File: src/hw/rtl/indexed_framebuffer_pixel_engine_defines.svh
// Assertion macros used by the pixel engine top level.
`ifndef INDEXED_FRAMEBUFFER_PIXEL_ENGINE_DEFINES_SVH
`define INDEXED_FRAMEBUFFER_PIXEL_ENGINE_DEFINES_SVH

// Same-cycle implication, sampled on clk and switched off while rst is high.
`define IFPE_ASSERT_NOW(lbl, ante, cons, msg) \
  lbl: assert property (@(posedge clk) disable iff (rst) (ante) |-> (cons)) else $error(msg);

// Next-cycle implication, sampled on clk and switched off while rst is high.
`define IFPE_ASSERT_NEXT(lbl, ante, cons, msg) \
  lbl: assert property (@(posedge clk) disable iff (rst) (ante) |=> (cons)) else $error(msg);

`endif

File: src/hw/rtl/ifpe_pkg.sv
// Types and constants of the indexed frame buffer pixel engine.
package ifpe_pkg;

  // Request kinds carried on req_type.
  typedef enum logic [1:0] {
    REQ_WRITE = 2'd0,
    REQ_READ  = 2'd1,
    REQ_PAL   = 2'd2,
    REQ_FILL  = 2'd3
  } req_t;

  // Configuration register indexes.
  localparam logic [1:0] REG_WIDTH    = 2'd0;
  localparam logic [1:0] REG_HEIGHT   = 2'd1;
  localparam logic [1:0] REG_ROTATION = 2'd2;

  // Quarter-turn codes of the rotation register.
  localparam logic [1:0] ROT_90  = 2'd1;
  localparam logic [1:0] ROT_180 = 2'd2;
  localparam logic [1:0] ROT_270 = 2'd3;

  // Register values after reset.
  localparam int RESET_WIDTH  = 320;
  localparam int RESET_HEIGHT = 240;

  // Sequencer states.
  typedef enum logic [3:0] {
    ST_IDLE,
    ST_CALC,
    ST_ADDR,
    ST_WRITE,
    ST_FREAD,
    ST_PREAD,
    ST_RDONE,
    ST_PALW,
    ST_FILL
  } state_t;

  // Palette write request.
  typedef struct packed {
    logic        en;
    logic [7:0]  idx;
    logic [15:0] rgb;
  } pal_wr_t;

endpackage

File: src/hw/rtl/ifpe_palette.sv
// Palette memory with per-entry valid bits so that unwritten entries read as zero.
module ifpe_palette #(
  parameter int PALETTE_ENTRIES = 256
) (
  input  logic             clk,
  input  logic             rst,
  input  ifpe_pkg::pal_wr_t wr,
  input  logic [7:0]       rd_idx,
  output logic [15:0]      rd_color
);

  localparam int PW = (PALETTE_ENTRIES > 1) ? $clog2(PALETTE_ENTRIES) : 1;

  logic [15:0]                mem [PALETTE_ENTRIES];
  logic [PALETTE_ENTRIES-1:0] valid;
  logic                       wr_ok;
  logic                       rd_ok;
  logic                       hit;
  logic [15:0]                rd_data;

  // Indexes beyond the palette are ignored on write and read as zero.
  assign wr_ok = wr.en && (32'(wr.idx) < PALETTE_ENTRIES);
  assign rd_ok = 32'(rd_idx) < PALETTE_ENTRIES;

  // Storage array and registered read port.
  always_ff @(posedge clk) begin
    if (wr_ok) begin
      mem[wr.idx[PW-1:0]] <= wr.rgb;
    end
    rd_data <= mem[rd_idx[PW-1:0]];
  end

  // Valid bits stand in for clearing the palette at reset.
  always_ff @(posedge clk) begin
    if (rst) begin
      valid <= '0;
      hit   <= 1'b0;
    end else begin
      if (wr_ok) begin
        valid[wr.idx[PW-1:0]] <= 1'b1;
      end
      hit <= rd_ok && valid[rd_idx[PW-1:0]];
    end
  end

  assign rd_color = hit ? rd_data : 16'd0;

endmodule

File: config.mk
export PLATFORM = sky130hd
export DESIGN_NAME = ifpe_palette
export DESIGN_NICKNAME = d
export VERILOG_FILES = /design/src/hw/rtl/indexed_framebuffer_pixel_engine_defines.svh /design/src/hw/rtl/ifpe_pkg.sv /design/src/hw/rtl/ifpe_palette.sv
export SDC_FILE = /design/constraint.sdc
export NUM_CORES = 2
export LEC_CHECK = 0
export BUFFER_PORTS_ARGS = -buffer_cell sky130_fd_sc_hd__buf_2
export CAP_MARGIN = 40
export CORE_ASPECT_RATIO = 1.2
export CORE_UTILIZATION = 50
export DETAILED_ROUTE_END_ITERATION = 6
export PLACE_DENSITY = 0.65
export SYNTH_ARGS = -nofsm -noshare
export SYNTH_HDL_FRONTEND = slang
export SYNTH_SLANG_ARGS = --single-unit
File: constraint.sdc
create_clock -name clk -period 8 [get_ports clk]
set_clock_uncertainty 0.15 [all_clocks]
set_input_delay 0.8 -clock clk [delete_from_list [all_inputs] [get_ports clk]]
set_output_delay 0.8 -clock clk [all_outputs]
set_load 0.005 [all_outputs]
* Yosys cells after proc, flatten, opt, wreduce, memory -nomap -nowiden
Memories as Yosys holds them, arrays and structs flattened. A register that Yosys moved wholly into a read port is not among the register bits. Cells that the tools add are included.
Cells by class: reduce and logical (&&, ||, !) cells 1, bitwise logic cells 1, mux-type cells 7, magnitude comparators 3
Operators with widths (count):
- 256-bit bitwise OR | 1
- 8-bit by 9-bit < comparator with 1-bit output, second input constant | 2
- 16-bit two-way mux | 1
- 1-bit binary-select mux with 8-bit select | 1
- 1-bit demux with 8-bit select | 1
- 8-bit by 1-bit greater-or-equal comparator with 1-bit output, second input constant | 1
- 1-bit two-way mux | 4
- 1-bit logical AND | 1
Storage, ports and cells: word-level logic and storage cells 15, memories kept 1, bits of input ports 35, RAM bits 4096, flip-flop bits (word level) 257, output and inout port bits 16
Memory list:
- mem | words 256, bits a word 16, rd ports 1, clocked after memory_dff 1, wr ports 1, line ifpe_palette.sv:14 | logic [15:0] mem [PALETTE_ENTRIES];

* Longest topological paths before layout
word-level depth 5, gate-level depth with buffers 13, gate-level depth less buffers 6

* Least setup slack after synthesis
Ideal clock, no wire load.
path kind input -> register, from input port rd_idx[1], to register rd_data[0] (read register of mem), library setup time 0.128 ns, required time 7.722 ns, arrival time 3.049 ns, path buffers 4, cell stages on the path 8, path slack 4.674 ns, cell sequence buf_2 > buf_2 > clkbuf_1 > clkbuf_1 > mux4_2 > mux4_2 > a2111oi_0 > nor2_1
RTL lines:
- start: declaration | line ifpe_palette.sv:8 | input logic [7:0] rd_idx,
- end: declaration | line ifpe_palette.sv:19 | logic [15:0] rd_data;

==> impl_metrics.csv <==
group,metric,value,unit
status,status,"completed",
clock_tree,cts_resized,0,
clock_tree,postCtsSetupRepairBufs,0,
yosys,synth_flop_cell,"edfxtp_1",
detailed_routing,drt_iter0_drc,10102,
worst_setup_path,worstReg2RegStart,"mem[169][9]$_DFFE_PP_",
die,initial_core_util,50.4,%
sta,finalSetupViolations,0,
sta,rsz0062_at_grt,"no",
clock_tree,ctsHoldBuffers,0,
clock_tree,clockBufferDepth,4,
sta,worst_pin_slew,1.26,ns
place,dpl_cell_area,176000,um2
yosys,ys_async_sr_fraction,0,%
clock_tree,cts_buffers,413,
power_and_ir_drop,ir_worst_vdd,0.220,mV
clock_tree,clk-insertion-delay-late,0.97,ns
layout,nets,8161,
worst_hold_path,min-delay-start,"wr[12]",
yosys,avgSynthCellArea,21.9,um2
detailed_routing,vias_per_cell,6.37,
clock_tree,cts_tree,"built",
global_route,grt_pass1_vias,81504,
detailed_routing,firstDrtPassIters,6,
die,row_count,231,
clock_tree,cts_root_buf,"clkbuf_16",
worst_setup_path,critPathLaunch,"rd_idx[0]",
worst_setup_path,crit_fanout,72,
detailed_routing,wl_met2,219000,um
worst_hold_path,min_path_type,"in -> reg",
die,coreArea,331000,um2
place,io_buffers,50,
global_route,grt_pass1_wl,627000,um
worst_setup_path,endpoint_kind,"flop",
worst_setup_path,crit_required,8.74,ns
yosys,synth_seq_cells,4369,
sta,finalCritPeriodShare,53.9,%
detailed_routing,drc_errors,0,
worst_setup_path,crit_arrival,5.05,ns
place,gp_congestion,0.925,
worst_setup_path,worstSetupPathType,"in -> reg",
die,fp.dieH,635,um
detailed_routing,wl_met1,166000,um
layout,drive_above_1_share,29.8,%
die,die_w,529,um
sta,final_hold_viol_count,0,
layout,area_growth,13.3,%
place,preCtsSetupSlack,2.53,ns
detailed_routing,drt_wl_total,448000,um
detailed_routing,ant_nets,0,
global_route,grtUsageTotal,26.8,%
place,dp_hpwl,269000,um
global_route,overflow,0,
yosys,syn-cell-area,167000,um2
flow_run,cap_viol_max_count,0,
yosys,synthCells,7602,
clock_tree,cts.sinks,4369,
layout,final_area,189000,um2
sta,drv_slew,0,
yosys,synth_edf_count,4096,
clock_tree,h-tree-depth,5,
worst_setup_path,rr_worst_depth,6,
yosys,synth_cell_type_count,52,
detailed_routing,dr.max_layer_used,"met5",
worst_hold_path,min_path_cells,1,
die,io_pins,51,
global_route,grt_max_degree,171,
yosys,ys_warn_count,0,
power_and_ir_drop,powerDensity,245,nW/um2
global_route,antenna_found_initial,27,
detailed_routing,vias,82231,
die,fp.dieArea,336000,um2
yosys,syn_nets,7637,
sta,setup_ws,3.69,ns
sta,tns,0,ns
detailed_routing,wire_per_inst,34.7,um
sta,min_period,4.31,ns
detailed_routing,wl_met3,39500,um
yosys,synth-seq-area-share,77.0,%
worst_setup_path,worstSetupStartpointType,"input port",
clock_tree,path_clk_slew,0.06,ns
sta,slew_headroom,15.8,%
power_and_ir_drop,p_leak,0.0598,uW
sta,max_freq,0.232,GHz
[flip-flops by register name, indices dropped and copies added, names as in the netlist]
signal,count
mem,4096
hit,1
rd_data,16
valid,256
[cells in the mapped netlist, types with 3 or more instances]
master	count	area, um2
a2111oi_0	18	158
a211oi_1	4	30.0
a21oi_1	13	65.1
a221oi_1	3	26.3
a22o_1	3	26.3
a22oi_1	120	901
a32oi_1	15	131
and2_1	20	125
and3_1	4	25.0
buf_1	53	199
buf_2	109	546
buf_4	66	495
buf_6	14	158
clkbuf_1	186	698
dfxtp_1	273	5470
edfxtp_1	4096	123000
mux2_2	6	67.6
mux2i_1	329	3290
mux4_2	1171	26400
nand2_1	56	210
nand2b_1	6	37.5
nand3_1	35	175
nand3b_1	4	30.0
nand4_1	40	250
nor2_1	765	2870
nor2b_1	18	113
nor3_1	11	55.1
nor3b_1	3	22.5
nor4_1	7	43.8
o211ai_1	3	22.5
o21ai_0	11	55.1
o21ba_2	29	290
o221ai_1	14	123
o22ai_1	54	338
or2_2	3	18.8
or3_1	3	18.8
or4_1	16	120
[through the flow]
| step | std cells | total power, uW | utilization, % | hold slack (ns) |
|---|---|---|---|---|
| after floorplan | 7602 | 26700 | - | 0.285 |
| final | 12908 | 46300 | 57.1 | 0.0197 |
| after CTS | 12873 | 46600 | 57.0 | 0.133 |
| after global placement | 12052 | 27700 | 52.7 | 0.293 |
| after global routing | 12894 | 47400 | 57.1 | 0.00767 |
| after detailed placement | 12129 | 27800 | 53.1 | 0.305 |
[power breakdown]
part           switching [uW]  internal (uW)  leakage (uW)
logic                    1410            793        0.0144
clock network            8350          10700       0.00642
registers                47.1          25000        0.0390
total                    9810          36500        0.0598
[kinds of logic after synthesis]
kind of cell           count (synthesis)  synth area share, %
buffers and inverters                432                 1.27
AOI/OAI and AO/OA                    297                 1.35
and+or+nand+nor                      998                 2.51
muxes                               1506                 17.8
DFF                                 4369                 77.0
[metal layers]
metal	global-route usage (%)	up-vias
li1	-	32765
met1	35.7	44356
met2	43.4	4275
met3	4.68	815
met4	12.1	20
met5	0	-
[layout make-up]
type	instances	area (um2)
Fill cell	23862	142000
Sequential cell	4369	128000
Clock buffer	519	11000
Tap cell	4427	5540
Timing Repair Buffer	537	5170
Clock inverter	225	1990
Inverter	4	22.5
Multi-Input combinational cell	2801	36700
Antenna cell	26	65.1
[critical path, stage by stage]
cell and delay [ns]:
buf_12 0.64, buf_12 0.35, buf_4 0.47, mux4_2 0.31
mux2i_1 0.12, a22oi_1 0.48, nand4_1 0.61, or4_1 0.92
nor2_1 0.19
[worst paths after layout]
path / slack (ns) / endpoint
worst max-delay path: 3.69 / rd_data[9]$_DFF_P_
worst min-delay path: 0.02 / mem[77][12]$_DFFE_PP_
worst max register to register: 4.83 / rd_data[9]$_DFF_P_
worst min register to register: 0.32 / valid[66]$_SDFFE_PP0P_
[cell usage in the layout, fill, tap and decap left out, drive strengths merged, types with 4 or more instances in the layout]
| cell type | count |
|---|---|
| edfxtp | 4096 |
| mux4 | 1171 |
| nor2 | 765 |
| clkbuf | 532 |
| buf | 522 |
| mux2i | 329 |
| dfxtp | 273 |
| clkinv | 175 |
| a22oi | 120 |
| nand2 | 56 |
| o22ai | 54 |
| nand4 | 40 |
| nand3 | 35 |
| o21ba | 29 |
| bufinv | 29 |
| diode | 26 |
| and2 | 20 |
| nor2b | 18 |
| a2111oi | 18 |
| or4 | 16 |
| a32oi | 15 |
| o221ai | 14 |
| a21oi | 13 |
| inv | 13 |
| clkinvlp | 12 |
| o21ai | 11 |
| nor3 | 11 |
| nor4 | 7 |
| nand2b | 6 |
| mux2 | 6 |
| and3 | 4 |
| nand3b | 4 |
| a211oi | 4 |
(Power assumes the default switching activity.)
